===== config.mk =====
export PLATFORM = sky130hd
export DESIGN_NAME = multichannel_adc_median_prefilter_unit_flat
export DESIGN_NICKNAME = d
export VERILOG_FILES = /design/src/design/mamp_pkg.sv /design/src/design/mamp_in_if.sv /design/src/design/mamp_out_if.sv /design/src/design/multichannel_adc_median_prefilter_unit.sv /design/src/flat_wrapper.sv
export VERILOG_INCLUDE_DIRS = /design/src /design/src/design
export SDC_FILE = /design/constraint.sdc
export NUM_CORES = 2
export LEC_CHECK = 0
export ABC_AREA = 1
export BUFFER_PORTS_ARGS = -buffer_cell sky130_fd_sc_hd__buf_4
export CORE_AREA = 2 2 608 610
export DETAILED_ROUTE_END_ITERATION = 10
export DIE_AREA = 0 0 610 612
export GPL_TIMING_DRIVEN = 0
export SYNTH_ARGS = -nofsm -noshare
export SYNTH_HDL_FRONTEND = slang
export SYNTH_SLANG_ARGS = --single-unit

===== constraint.sdc =====
create_clock -name clk -period 6.1 [get_ports clk]
set_input_delay 1.22 -clock clk [delete_from_list [all_inputs] [get_ports clk]]
set_output_delay 1.22 -clock clk [all_outputs]
set_load 0.01 [all_outputs]

===== src/design/multichannel_adc_median_prefilter_unit_defines.svh =====
// assertion macros for the multichannel adc median prefilter
// used by the top level; expects clk and rst_n in scope
`ifndef MULTICHANNEL_ADC_MEDIAN_PREFILTER_UNIT_DEFINES_SVH
`define MULTICHANNEL_ADC_MEDIAN_PREFILTER_UNIT_DEFINES_SVH

// same-cycle implication, quiet while in reset
`define MAMP_ASSERT_NOW(label, ante, cons, msg) \
  label: assert property (@(posedge clk) disable iff (!rst_n) (ante) |-> (cons)) \
    else $error(msg);

// next-cycle implication, quiet while in reset
`define MAMP_ASSERT_NEXT(label, ante, cons, msg) \
  label: assert property (@(posedge clk) disable iff (!rst_n) (ante) |=> (cons)) \
    else $error(msg);

`endif


===== src/design/mamp_pkg.sv =====
// shared widths, codes and types of the multichannel adc median prefilter
// no dependencies
`default_nettype none

package mamp_pkg;

  localparam int CHANNELS = 8;
  localparam int RAW_W    = 16;
  localparam int SAMPLE_W = 12;
  localparam int CH_W     = 3;
  localparam int CFG_W    = 6;

  localparam logic ACT_STORE = 1'b0;
  localparam logic ACT_READ  = 1'b1;

  typedef logic [SAMPLE_W-1:0] sample_t;
  typedef logic [CHANNELS-1:0][SAMPLE_W-1:0] sample_row_t;

endpackage

`default_nettype wire


===== src/design/mamp_in_if.sv =====
// request channel: valid/ready plus one row or read request
// depends on mamp_pkg
`default_nettype none

interface mamp_in_if;
  logic                       valid;
  logic                       ready;
  logic                       action;
  logic [mamp_pkg::CH_W-1:0]  read_channel;
  logic [mamp_pkg::RAW_W-1:0] raw_ch0;
  logic [mamp_pkg::RAW_W-1:0] raw_ch1;
  logic [mamp_pkg::RAW_W-1:0] raw_ch2;
  logic [mamp_pkg::RAW_W-1:0] raw_ch3;
  logic [mamp_pkg::RAW_W-1:0] raw_ch4;
  logic [mamp_pkg::RAW_W-1:0] raw_ch5;
  logic [mamp_pkg::RAW_W-1:0] raw_ch6;
  logic [mamp_pkg::RAW_W-1:0] raw_ch7;

  modport source (
    output valid, action, read_channel,
    output raw_ch0, raw_ch1, raw_ch2, raw_ch3, raw_ch4, raw_ch5, raw_ch6, raw_ch7,
    input  ready
  );
  modport sink (
    input  valid, action, read_channel,
    input  raw_ch0, raw_ch1, raw_ch2, raw_ch3, raw_ch4, raw_ch5, raw_ch6, raw_ch7,
    output ready
  );
endinterface

`default_nettype wire


===== src/design/mamp_out_if.sv =====
// result channel: valid/ready plus one median value
// depends on mamp_pkg
`default_nettype none

interface mamp_out_if;
  logic                          valid;
  logic                          ready;
  logic [mamp_pkg::SAMPLE_W-1:0] median_value;

  modport source (output valid, median_value, input ready);
  modport sink   (input valid, median_value, output ready);
endinterface

`default_nettype wire


===== src/design/multichannel_adc_median_prefilter_unit.sv =====
// store request: taken back to back; read request: run time for depth n set by the
// rank-count loop through one compare unit and the single read port of the row memory;
// block takes no request while a read runs
// result sits in an output register, so the next request is taken while it waits
// synchronous active-low reset: depth 0, row 0, all row valid bits clear (store reads zero)
// depends on mamp_pkg, mamp_in_if, mamp_out_if and the defines header
`default_nettype none

`include "multichannel_adc_median_prefilter_unit_defines.svh"

module multichannel_adc_median_prefilter_unit #(
  parameter int MAX_SAMPLES = 32
) (
  input  logic                       clk,
  input  logic                       rst_n,
  mamp_in_if.sink                    in_ch,
  mamp_out_if.source                 out_ch,
  input  logic                       cfg_we,
  input  logic [mamp_pkg::CFG_W-1:0] cfg_data
);

  localparam int CNT_W  = $clog2(MAX_SAMPLES + 1);
  localparam int ADDR_W = (MAX_SAMPLES > 1) ? $clog2(MAX_SAMPLES) : 1;

  // sequencer codes
  localparam logic [2:0] S_IDLE  = 3'd0;  // taking requests
  localparam logic [2:0] S_FETCH = 3'd1;  // candidate row address out
  localparam logic [2:0] S_LATCH = 3'd2;  // candidate sample back, hold it
  localparam logic [2:0] S_SCAN  = 3'd3;  // one row per cycle through the comparator
  localparam logic [2:0] S_TAIL  = 3'd4;  // last compare of the sweep
  localparam logic [2:0] S_CHECK = 3'd5;  // rank test on the counts
  localparam logic [2:0] S_EMIT  = 3'd6;  // wait for a free output register

  // configuration and depth in use
  logic [mamp_pkg::CFG_W-1:0] samples_in_use_r;
  logic [CNT_W-1:0]           depth;
  logic [CNT_W-1:0]           last_idx;
  logic [CNT_W-1:0]           rank;

  always_comb begin
    if (32'(samples_in_use_r) > 32'(MAX_SAMPLES)) begin
      depth = CNT_W'(MAX_SAMPLES);
    end else begin
      depth = CNT_W'(samples_in_use_r);
    end
  end

  assign last_idx = depth - 1'b1;
  assign rank     = last_idx >> 1;

  always_ff @(posedge clk) begin
    if (!rst_n) begin
      samples_in_use_r <= '0;
    end else if (cfg_we) begin
      samples_in_use_r <= cfg_data;
    end
  end

  // request decode
  logic in_fire;
  logic store_fire;

  assign in_fire    = in_ch.valid & in_ch.ready;
  assign store_fire = in_fire & (in_ch.action == mamp_pkg::ACT_STORE) & (depth != '0);

  // row pointer, wraps at the depth in use
  logic [ADDR_W-1:0] row_pos_r;
  logic [ADDR_W-1:0] row_pos_nxt;
  logic [ADDR_W-1:0] wr_pos;
  logic [CNT_W-1:0]  pos_inc;

  assign wr_pos  = (CNT_W'(row_pos_r) < depth) ? row_pos_r : '0;
  assign pos_inc = CNT_W'(wr_pos) + 1'b1;
  assign row_pos_nxt = (pos_inc >= depth) ? '0 : ADDR_W'(pos_inc);

  always_ff @(posedge clk) begin
    if (!rst_n || cfg_we) begin
      row_pos_r <= '0;
    end else if (store_fire) begin
      row_pos_r <= row_pos_nxt;
    end
  end

  // incoming row: bits 15:4 of each channel word
  mamp_pkg::sample_row_t wr_row;

  always_comb begin
    wr_row[0] = in_ch.raw_ch0[15:4];
    wr_row[1] = in_ch.raw_ch1[15:4];
    wr_row[2] = in_ch.raw_ch2[15:4];
    wr_row[3] = in_ch.raw_ch3[15:4];
    wr_row[4] = in_ch.raw_ch4[15:4];
    wr_row[5] = in_ch.raw_ch5[15:4];
    wr_row[6] = in_ch.raw_ch6[15:4];
    wr_row[7] = in_ch.raw_ch7[15:4];
  end

  // row memory, one write and one registered read a cycle
  // a row without its valid bit has not been written since the last clear and reads as zero
  mamp_pkg::sample_row_t row_mem [MAX_SAMPLES];
  logic [MAX_SAMPLES-1:0] row_valid_r;
  logic [ADDR_W-1:0]      rd_addr;
  mamp_pkg::sample_row_t  rd_row_r;
  logic                   rd_valid_r;

  always_ff @(posedge clk) begin
    if (store_fire) begin
      row_mem[wr_pos] <= wr_row;
    end
    rd_row_r   <= row_mem[rd_addr];
    rd_valid_r <= row_valid_r[rd_addr];
  end

  // a register write restarts the filter with an empty store
  always_ff @(posedge clk) begin
    if (!rst_n || cfg_we) begin
      row_valid_r <= '0;
    end else if (store_fire) begin
      row_valid_r[wr_pos] <= 1'b1;
    end
  end

  // sequencer state
  logic [2:0]                state_r, state_nxt;
  logic [ADDR_W-1:0]         i_r, i_nxt;       // candidate row
  logic [ADDR_W-1:0]         j_r, j_nxt;       // row being compared
  logic                      pend_r, pend_nxt; // read data holds a compare row
  logic [CNT_W-1:0]          below_r, below_nxt;
  logic [CNT_W-1:0]          upto_r, upto_nxt;
  mamp_pkg::sample_t         v_r, v_nxt;       // candidate value, later the result
  logic [mamp_pkg::CH_W-1:0] ch_r, ch_nxt;
  logic                      out_valid_r, out_valid_nxt;
  mamp_pkg::sample_t         out_median_r, out_median_nxt;

  mamp_pkg::sample_t cur_sample;
  logic              hit;
  logic              out_free;

  assign cur_sample = rd_valid_r ? rd_row_r[ch_r] : '0;
  assign hit        = (below_r <= rank) && (rank < upto_r);
  assign out_free   = !out_valid_r || out_ch.ready;
  assign rd_addr    = (state_r == S_FETCH) ? i_r : j_r;

  assign in_ch.ready         = (state_r == S_IDLE);
  assign out_ch.valid        = out_valid_r;
  assign out_ch.median_value = out_median_r;

  always_comb begin
    state_nxt      = state_r;
    i_nxt          = i_r;
    j_nxt          = j_r;
    pend_nxt       = pend_r;
    below_nxt      = below_r;
    upto_nxt       = upto_r;
    v_nxt          = v_r;
    ch_nxt         = ch_r;
    out_valid_nxt  = out_valid_r;
    out_median_nxt = out_median_r;

    if (out_valid_r && out_ch.ready) begin
      out_valid_nxt = 1'b0;
    end

    // shared comparator: one stored sample against the candidate
    if (pend_r && (state_r == S_SCAN || state_r == S_TAIL)) begin
      if (cur_sample < v_r) begin
        below_nxt = below_r + 1'b1;
      end
      if (cur_sample <= v_r) begin
        upto_nxt = upto_r + 1'b1;
      end
    end

    unique case (state_r)
      S_IDLE: begin
        if (in_fire && in_ch.action == mamp_pkg::ACT_READ) begin
          ch_nxt = in_ch.read_channel;
          i_nxt  = '0;
          if (depth == '0) begin
            // filter off: answer zero
            v_nxt     = '0;
            state_nxt = S_EMIT;
          end else begin
            state_nxt = S_FETCH;
          end
        end
      end
      S_FETCH: begin
        state_nxt = S_LATCH;
      end
      S_LATCH: begin
        v_nxt     = cur_sample;
        j_nxt     = '0;
        pend_nxt  = 1'b0;
        below_nxt = '0;
        upto_nxt  = '0;
        state_nxt = S_SCAN;
      end
      S_SCAN: begin
        pend_nxt = 1'b1;
        if (CNT_W'(j_r) == last_idx) begin
          state_nxt = S_TAIL;
        end else begin
          j_nxt = j_r + 1'b1;
        end
      end
      S_TAIL: begin
        pend_nxt  = 1'b0;
        state_nxt = S_CHECK;
      end
      S_CHECK: begin
        // the lower median is always found by the last candidate
        if (hit || CNT_W'(i_r) == last_idx) begin
          state_nxt = S_EMIT;
        end else begin
          i_nxt     = i_r + 1'b1;
          state_nxt = S_FETCH;
        end
      end
      S_EMIT: begin
        if (out_free) begin
          out_valid_nxt  = 1'b1;
          out_median_nxt = v_r;
          state_nxt      = S_IDLE;
        end
      end
      default: begin
        state_nxt = S_IDLE;
      end
    endcase
  end

  always_ff @(posedge clk) begin
    if (!rst_n) begin
      state_r     <= S_IDLE;
      pend_r      <= 1'b0;
      out_valid_r <= 1'b0;
    end else begin
      state_r     <= state_nxt;
      pend_r      <= pend_nxt;
      out_valid_r <= out_valid_nxt;
    end
  end

  always_ff @(posedge clk) begin
    i_r          <= i_nxt;
    j_r          <= j_nxt;
    below_r      <= below_nxt;
    upto_r       <= upto_nxt;
    v_r          <= v_nxt;
    ch_r         <= ch_nxt;
    out_median_r <= out_median_nxt;
  end

  // checks on the sequencer and row pointer
  `MAMP_ASSERT_NOW(a_counts_ordered, state_r == S_CHECK, below_r <= upto_r, "below count above upto count")
  `MAMP_ASSERT_NOW(a_cand_in_range, state_r == S_CHECK, CNT_W'(i_r) < depth, "candidate row beyond depth")
  `MAMP_ASSERT_NEXT(a_off_read_zero, in_fire && in_ch.action == mamp_pkg::ACT_READ && depth == '0, state_r == S_EMIT && v_r == '0, "disabled read not answered with zero")
  `MAMP_ASSERT_NEXT(a_row_wraps, store_fire && !cfg_we, CNT_W'(row_pos_r) < depth, "row pointer left the depth in use")

endmodule

`default_nettype wire

===== src/flat_wrapper.sv =====
// flat-port wrapper written by rule: the top's interface ports become plain ports
module multichannel_adc_median_prefilter_unit_flat 
#(
  parameter int MAX_SAMPLES = 32
)
  (clk, rst_n, cfg_we, cfg_data, in_ch_valid, in_ch_action, in_ch_read_channel, in_ch_raw_ch0, in_ch_raw_ch1, in_ch_raw_ch2, in_ch_raw_ch3, in_ch_raw_ch4, in_ch_raw_ch5, in_ch_raw_ch6, in_ch_raw_ch7, in_ch_ready, out_ch_valid, out_ch_median_value, out_ch_ready);
  mamp_in_if in_ch_i ();
  mamp_out_if out_ch_i ();
  input  logic clk;
  input  logic rst_n;
  input  logic cfg_we;
  input  logic [mamp_pkg::CFG_W-1:0] cfg_data;
  input wire logic [$bits(in_ch_i.valid)-1:0] in_ch_valid;
  input wire logic [$bits(in_ch_i.action)-1:0] in_ch_action;
  input wire logic [$bits(in_ch_i.read_channel)-1:0] in_ch_read_channel;
  input wire logic [$bits(in_ch_i.raw_ch0)-1:0] in_ch_raw_ch0;
  input wire logic [$bits(in_ch_i.raw_ch1)-1:0] in_ch_raw_ch1;
  input wire logic [$bits(in_ch_i.raw_ch2)-1:0] in_ch_raw_ch2;
  input wire logic [$bits(in_ch_i.raw_ch3)-1:0] in_ch_raw_ch3;
  input wire logic [$bits(in_ch_i.raw_ch4)-1:0] in_ch_raw_ch4;
  input wire logic [$bits(in_ch_i.raw_ch5)-1:0] in_ch_raw_ch5;
  input wire logic [$bits(in_ch_i.raw_ch6)-1:0] in_ch_raw_ch6;
  input wire logic [$bits(in_ch_i.raw_ch7)-1:0] in_ch_raw_ch7;
  output wire logic [$bits(in_ch_i.ready)-1:0] in_ch_ready;
  output wire logic [$bits(out_ch_i.valid)-1:0] out_ch_valid;
  output wire logic [$bits(out_ch_i.median_value)-1:0] out_ch_median_value;
  input wire logic [$bits(out_ch_i.ready)-1:0] out_ch_ready;
  assign in_ch_i.valid = in_ch_valid;
  assign in_ch_i.action = in_ch_action;
  assign in_ch_i.read_channel = in_ch_read_channel;
  assign in_ch_i.raw_ch0 = in_ch_raw_ch0;
  assign in_ch_i.raw_ch1 = in_ch_raw_ch1;
  assign in_ch_i.raw_ch2 = in_ch_raw_ch2;
  assign in_ch_i.raw_ch3 = in_ch_raw_ch3;
  assign in_ch_i.raw_ch4 = in_ch_raw_ch4;
  assign in_ch_i.raw_ch5 = in_ch_raw_ch5;
  assign in_ch_i.raw_ch6 = in_ch_raw_ch6;
  assign in_ch_i.raw_ch7 = in_ch_raw_ch7;
  assign in_ch_ready = in_ch_i.ready;
  assign out_ch_valid = out_ch_i.valid;
  assign out_ch_median_value = out_ch_i.median_value;
  assign out_ch_i.ready = out_ch_ready;
  multichannel_adc_median_prefilter_unit #(.MAX_SAMPLES(MAX_SAMPLES)) u_core (.clk(clk), .rst_n(rst_n), .in_ch(in_ch_i), .out_ch(out_ch_i), .cfg_we(cfg_we), .cfg_data(cfg_data));
endmodule

; Word-level counts from Yosys, hierarchy flattened
; Memory sizes are Yosys's and may differ from the RTL's. A register that Yosys moved wholly into a read port is not among the register bits.
; Index checks and enable logic that the tools add are counted.
[op_classes]
n_eq_ne = 14
n_addsub = 6
n_reduce_logical = 27
bitwise_logic = 5
n_lt_le_gt_ge = 11
muxes = 31
[ops]
columns = op, count
row1 = $mux W12, 4
row2 = $bmux W12 S3, 1
row3 = $or A32 B32 Y32, 1
row4 = $mux W5, 6
row5 = $pmux W12 S2, 1
row6 = $pmux W3 S7, 1
row7 = $pmux W5 S2, 2
row8 = $mux W3, 5
row9 = $add A6 B1 Y6 const B, 2
row10 = $eq A5 B6 Y1, 2
row11 = $le A12 B12 Y1, 1
row12 = $lt A12 B12 Y1, 1
row13 = $lt A5 B6 Y1, 2
row14 = $lt A5 B6 Y1 const B, 2
row15 = $add A5 B1 Y5 const B, 2
row16 = $ne A2 B2 Y1 const B, 5
row17 = $reduce_and A2 Y1, 5
row18 = $eq A3 B3 Y1 const B, 3
row19 = $reduce_and A3 Y1, 3
row20 = $reduce_bool A2 Y1, 4
row21 = $mux W1, 7
row22 = $add A5 B1 Y6 const B, 1
row23 = $eq A3 B2 Y1 const B, 2
row24 = $ge A6 B6 Y1, 1
row25 = other kinds (20), 30
[totals]
elab_cells = 109
mem_count = 1
mem_bits_rw = 3072
regBits = 98
out_inout_bits = 14
[memory_table]
columns = memory, depth, width, read_ports, rd_ports_with_merged_regs, wr, line
row1 = u_core.row_mem, 32, 96, 1, 1, 1, multichannel_adc_median_prefilter_unit.sv:100  ; mamp_pkg::sample_row_t row_mem [MAX_SAMPLES];

; Logic depth before layout (Yosys ltp)
[logic_depth]
ltp_word = 9
depth_mapped = 24
mapped_depth_nobuf = 24

; Worst setup path before layout
; Ideal clock, no wire load.
[synth_path]
path_kind = reg-to-reg
startpoint = reg u_core.samples_in_use_r[5] (netlist name)
endpoint = mem u_core.row_mem[7][0] (netlist name) (enable)
arrival_time_ns = 4.283
n_path_buf = 0
path_stages_with_launch = 15
setup_time_ns = 0.449
required_ns = 5.651
synth_period_minus_slack_ns = 4.732
path_slack_ns = 1.368
path_cell_list = dfxtp_1 -> clkinv_1 -> nand2_1 -> ha_1 -> a21o_1 -> a22oi_1 -> nand2_1 -> inv_1 -> nand2_1 -> inv_1 -> ha_1 -> inv_1 -> nor2_1 -> nand2_1 -> inv_1
[synth_via]
elab_chain_len = 6
elab_cells_between_ends = 8
classes_between = 2 x order compare / 4 x mux / 1 x bitwise / 1 x reduce/logical
[synth_rtl]
columns = item, line
row1 = start: declaration, multichannel_adc_median_prefilter_unit.sv:35  ; logic [mamp_pkg::CFG_W-1:0] samples_in_use_r;
row2 = start signal: assignment, multichannel_adc_median_prefilter_unit.sv:55  ; samples_in_use_r <= cfg_data;
row3 = $gt A6 B6 Y1, multichannel_adc_median_prefilter_unit.sv:41  ; if (32'(samples_in_use_r) > 32'(MAX_SAMPLES)) begin
row4 = $mux W6 (*), multichannel_adc_median_prefilter_unit.sv:41
row5 = "parallel branches: the longest is 4 deep, another holds $lt A5 B6 Y1", n/a
row6 = end: declaration, multichannel_adc_median_prefilter_unit.sv:100
; Every way passes the cells marked *.

; Final worst setup path
[layout_path]
startpoint = reg u_core.ch_r[0] (netlist name)
endpoint = reg u_core.upto_r[0]
[layout_via]
elab_chain_len = 5
[layout_rtl]
columns = item, line
row1 = start: declaration, multichannel_adc_median_prefilter_unit.sv:131  ; logic [mamp_pkg::CH_W-1:0] ch_r, ch_nxt;
row2 = start signal: assignment, multichannel_adc_median_prefilter_unit.sv:251  ; ch_r <= ch_nxt;
row3 = $bmux W12 S3, multichannel_adc_median_prefilter_unit.sv:139  ; assign cur_sample = rd_valid_r ? rd_row_r[ch_r] : '0;
row4 = $mux W12 (not written as such), multichannel_adc_median_prefilter_unit.sv:139
row5 = $mux W12, multichannel_adc_median_prefilter_unit.sv:139
row6 = named net u_core.cur_sample[11], multichannel_adc_median_prefilter_unit.sv:135  ; mamp_pkg::sample_t cur_sample;
row7 = $le A12 B12 Y1, multichannel_adc_median_prefilter_unit.sv:169  ; if (cur_sample <= v_r) begin
row8 = $reduce_and A2 Y1 (no source line), n/a
row9 = end signal: assignment, multichannel_adc_median_prefilter_unit.sv:249  ; upto_r <= upto_nxt;
row10 = end: declaration, multichannel_adc_median_prefilter_unit.sv:129  ; logic [CNT_W-1:0] upto_r, upto_nxt;
; The timed path passes the listed nets, and every way through them passes these cells. The select of a mux whose other input is x is not followed.
; A chain may end at the register's enable or synchronous reset.

==> run_results.csv <==
group,metric,value,unit
finish,drive_above_1_share,8.21,%
power_and_ir_drop,power_density,499,nW/µm²
outcome,run_status,"completed",
power_and_ir_drop,leakagePower,49.1,nW
die,coreArea,367000,µm²
clocking,cts_max_level,5,
worst_setup_path,required,6.94,ns
worst_setup_path,crit_family,"simple AND/OR/NAND/NOR gates",
logic_synthesis,synth.cell_area,128000,µm²
run,drv_cap,0,
worst_setup_path,slowest_stage,"nor3_1",
sta,worst_slew_pin_slew,1.46,ns
worst_setup_path,worstPathMaxFanout,10,
clocking,numCtsBuffers,341,
global_routing,grt_pass1_vias,81800,
finish,final_cells,15900,
finish,layout.nets,10900,
route,wl_per_cell,25.9,µm
die,die_y,612,µm
worst_setup_path,crit_top_cell,"inv_1",
route,postRouteWirelength,412000,µm
die,rows,223,
clocking,root_buffer,"clkbuf_16",
global_routing,grt_max_degree,59,
sta,finalCritPeriodShare,84.8,%
finish,mostFrequentLayoutCells,"3109 x edfxtp_1, 1600 x nand2_1, 1314 x nor2_1",
clocking,path_clk_slew,0.06,ns
logic_synthesis,synthSimpleGateAreaFrac,13.3,%
clocking,postCtsSetupBuffers,0,
placed_design,placed_cells,15200,
sta,period_needed,5.18,ns
clocking,cts_tree,"yes",
logic_synthesis,synth.distinct_cells,37,
sta,clock_skew,0.0591,ns
sta,fin_setup_tns,0,ns
logic_synthesis,synth_fa_ha_area_share,0.371,%
global_routing,globalRouteOverflowTotal,0,
route,drt_iter0_markers,12500,
die,pin_count,157,
placed_design,place_hpwl,274000,µm
clocking,clk_path_buf_depth,4,
worst_setup_path,crit_type,"flip-flop to flip-flop",
worst_setup_path,worstPathCellList,"inv_1 > clkbuf_1 > clkbuf_1 > o21ai_0 > o221ai_1 > o211ai_1 > inv_1 > ha_1 > nand2_1 > inv_1 > nand3_1 > nor3_1 > nand2_1 > nand3_1 > nand2_1 > inv_1 > o21ai_0 > a21oi_1",
route,drt-pass1-iter-count,6,
logic_synthesis,avgSynthCellArea,12.5,µm²
sta,max_clock_freq,0.193,GHz
min_path,hold_class,"flip-flop to flip-flop",
power_and_ir_drop,clockPowerShare,28.7,%
sta,rsz0062_at_grt,"no",
sta,drv_slew,0,
power_and_ir_drop,seqPwrFrac,34.5,%
power_and_ir_drop,max-vdd-ir-drop,0.000462,V
sta,slew_headroom,2.45,%
route,vias_per_cell,5.45,
sta,hold_viol_final,0,
die,fp.dieW,610,µm
clocking,cts_sinks,3266,
finish,multi_input_area,28100,µm²
finish,layout_commonest_cell,"edfxtp_1",
clocking,ctsHoldBuffers,0,
logic_synthesis,synth.ff_latch_count,3266,
placed_design,portBuffers,123,
power_and_ir_drop,p_int,44.0,mW
die,die_area,373000,µm²
logic_synthesis,synthXorXnorAreaFrac,0.0616,%
logic_synthesis,synthMuxAreaShare,0,%
worst_setup_path,end_kind,"flip-flop",
worst_setup_path,critical_path_buf_inv_count,6,
logic_synthesis,netlist_instances,10200,
placed_design,place_congestion,0.900,
logic_synthesis,yosysSeqAreaShare,75.4,%
power_and_ir_drop,power,73.8,mW
logic_synthesis,synth-compound-area-share,8.18,%
finish,regArea,96500,µm²
global_routing,gr-usage-all-layers,21.4,%
die,start_util,34.9,%
clocking,worstSkewPairLatency,0.97,ns
route,antenna_left,0,
finish,areaGrowthSynthToFinish,15.4,%
sta,hold_slack,0.449,ns
clocking,postCtsResizedCells,0,
route,drc,0,
power_and_ir_drop,p_sw,29.9,mW
global_routing,antenna_found_initial,50,
logic_synthesis,synth_nets,10400,
sta,finalSetupViolations,0,
worst_setup_path,cp_data_arrival_time,6.02,ns
global_routing,grt_pass1_wl,583000,µm
power_and_ir_drop,switching_share,40.5,%
logic_synthesis,synth_warnings,0,
worst_setup_path,max_stage_delay,0.74,ns
worst_setup_path,critPathLaunchType,"flip-flop",
route,dr_total_vias,86600,
power_and_ir_drop,power_frac_comb,36.8,%
logic_synthesis,synth_top_family_by_area,"simple AND/OR/NAND/NOR gates",
finish,num-fill-cells,34300,
-- power by group through the flow --
| stage | clock network (mW) | logic, mW | registers (mW) |
|---|---|---|---|
| after floorplan | 0 | 14.4 | 25.7 |
| after global placement | 0 | 26.2 | 25.9 |
| after detailed placement | 0 | 26.6 | 25.9 |
| after CTS | 21.3 | 26.7 | 25.5 |
| after global routing | 22.2 | 28.9 | 25.5 |
| final | 21.2 | 27.2 | 25.5 |
-- layout make-up --
cell class                      count  area share (%)
Sequential cell                  3266            65.3
Tap cell                         4837            4.09
Multi-Input combinational cell   6096            19.0
Timing Repair Buffer              165            1.40
Clock inverter                    199            1.52
Clock buffer                      425            6.14
Buffer                            687            1.97
Inverter                          155           0.502
Antenna cell                       54          0.0914
-- stage by stage --
step | setup WS, ns | instance area [µm²] | utilization (%)
after floorplan | 1.37 | 128000 | -
after global placement | -1.58 | 135000 | 36.8
after detailed placement | 0.944 | 136000 | 37.1
after CTS | 0.909 | 148000 | 40.2
after global routing | 0.626 | 148000 | 40.2
final | 0.924 | 148000 | 40.3
-- state kept, by name, indices dropped and copies added, names as in the netlist --
signal	flops
u_core.below_r	6
u_core.ch_r	3
u_core.i_r	5
u_core.j_r	5
u_core.out_ch.median_value	12
u_core.out_ch.valid	1
u_core.pend_r	1
u_core.rd_row_r	96
u_core.rd_valid_r	1
u_core.row_mem	3072
u_core.row_pos_r	5
u_core.row_valid_r	32
u_core.samples_in_use_r	6
u_core.state_r	3
u_core.upto_r	6
u_core.v_r	12
-- cell usage after synthesis (all sizes together) --
cell	count	area, µm²
o31ai	1	7.51
nor2	1315	4940
clkbuf	452	1700
o2111ai	1	8.76
clkinv	3	11.3
a22oi	1	7.51
nand3	1190	5960
or2	1	6.26
xnor2	1	8.76
xor2	8	70.1
nand4	9	56.3
ha	38	475
o211ai	19	143
dfxtp	157	3140
nor3	8	45.0
o221ai	12	105
a21oi	54	270
o21ai	1238	6210
o22ai	593	3710
buf	235	1200
nand3b	1	7.51
nand2	1601	6010
a21o	1	7.51
and2	2	12.5
inv	152	571
edfxtp	3109	93400
nor4	2	12.5
-- cell families (layout without fill, tap and decap cells) --
logic type      count (synthesis)  in the layout
compound gates               1920           1920
xor+xnor                        9              9
fa+ha+maj                      38             38
buf+inv                       842           1631
flops                        3266           3266
other cells                     0             54
simple gates                 4129           4129
-- worst paths after layout --
path / depth (start not counted) / to / slack [ns] / from
worst max-delay path: 18 / u_core.upto_r[0]$_SDFFE_PP0P_ / 0.92 / u_core.ch_r[0]$_DFFE_PP_
worst min-delay path: 0 / u_core.out_ch.median_value[6]$_DFFE_PP_ / 0.45 / u_core.v_r[6]$_SDFFCE_PN0P_
worst min register to register: 0 / u_core.out_ch.median_value[6]$_DFFE_PP_ / 0.45 / u_core.v_r[6]$_SDFFCE_PN0P_
worst max register to register: 18 / u_core.upto_r[0]$_SDFFE_PP0P_ / 0.92 / u_core.ch_r[0]$_DFFE_PP_
-- routing by layer --
| metal | part of all wire [%] | wire, µm | up-vias | track usage (%) |
|---|---|---|---|---|
| met5 | 0.0068 | 28 | - | 0 |
| met2 | 45 | 184000 | 4511 | 32.8 |
| met1 | 41 | 169000 | 42900 | 29.4 |
| met4 | 4.7 | 19400 | 6 | 9.93 |
| met3 | 9.6 | 39700 | 792 | 4.17 |
| li1 | - | - | 38400 | - |
Power figures use the tool's default switching activity.
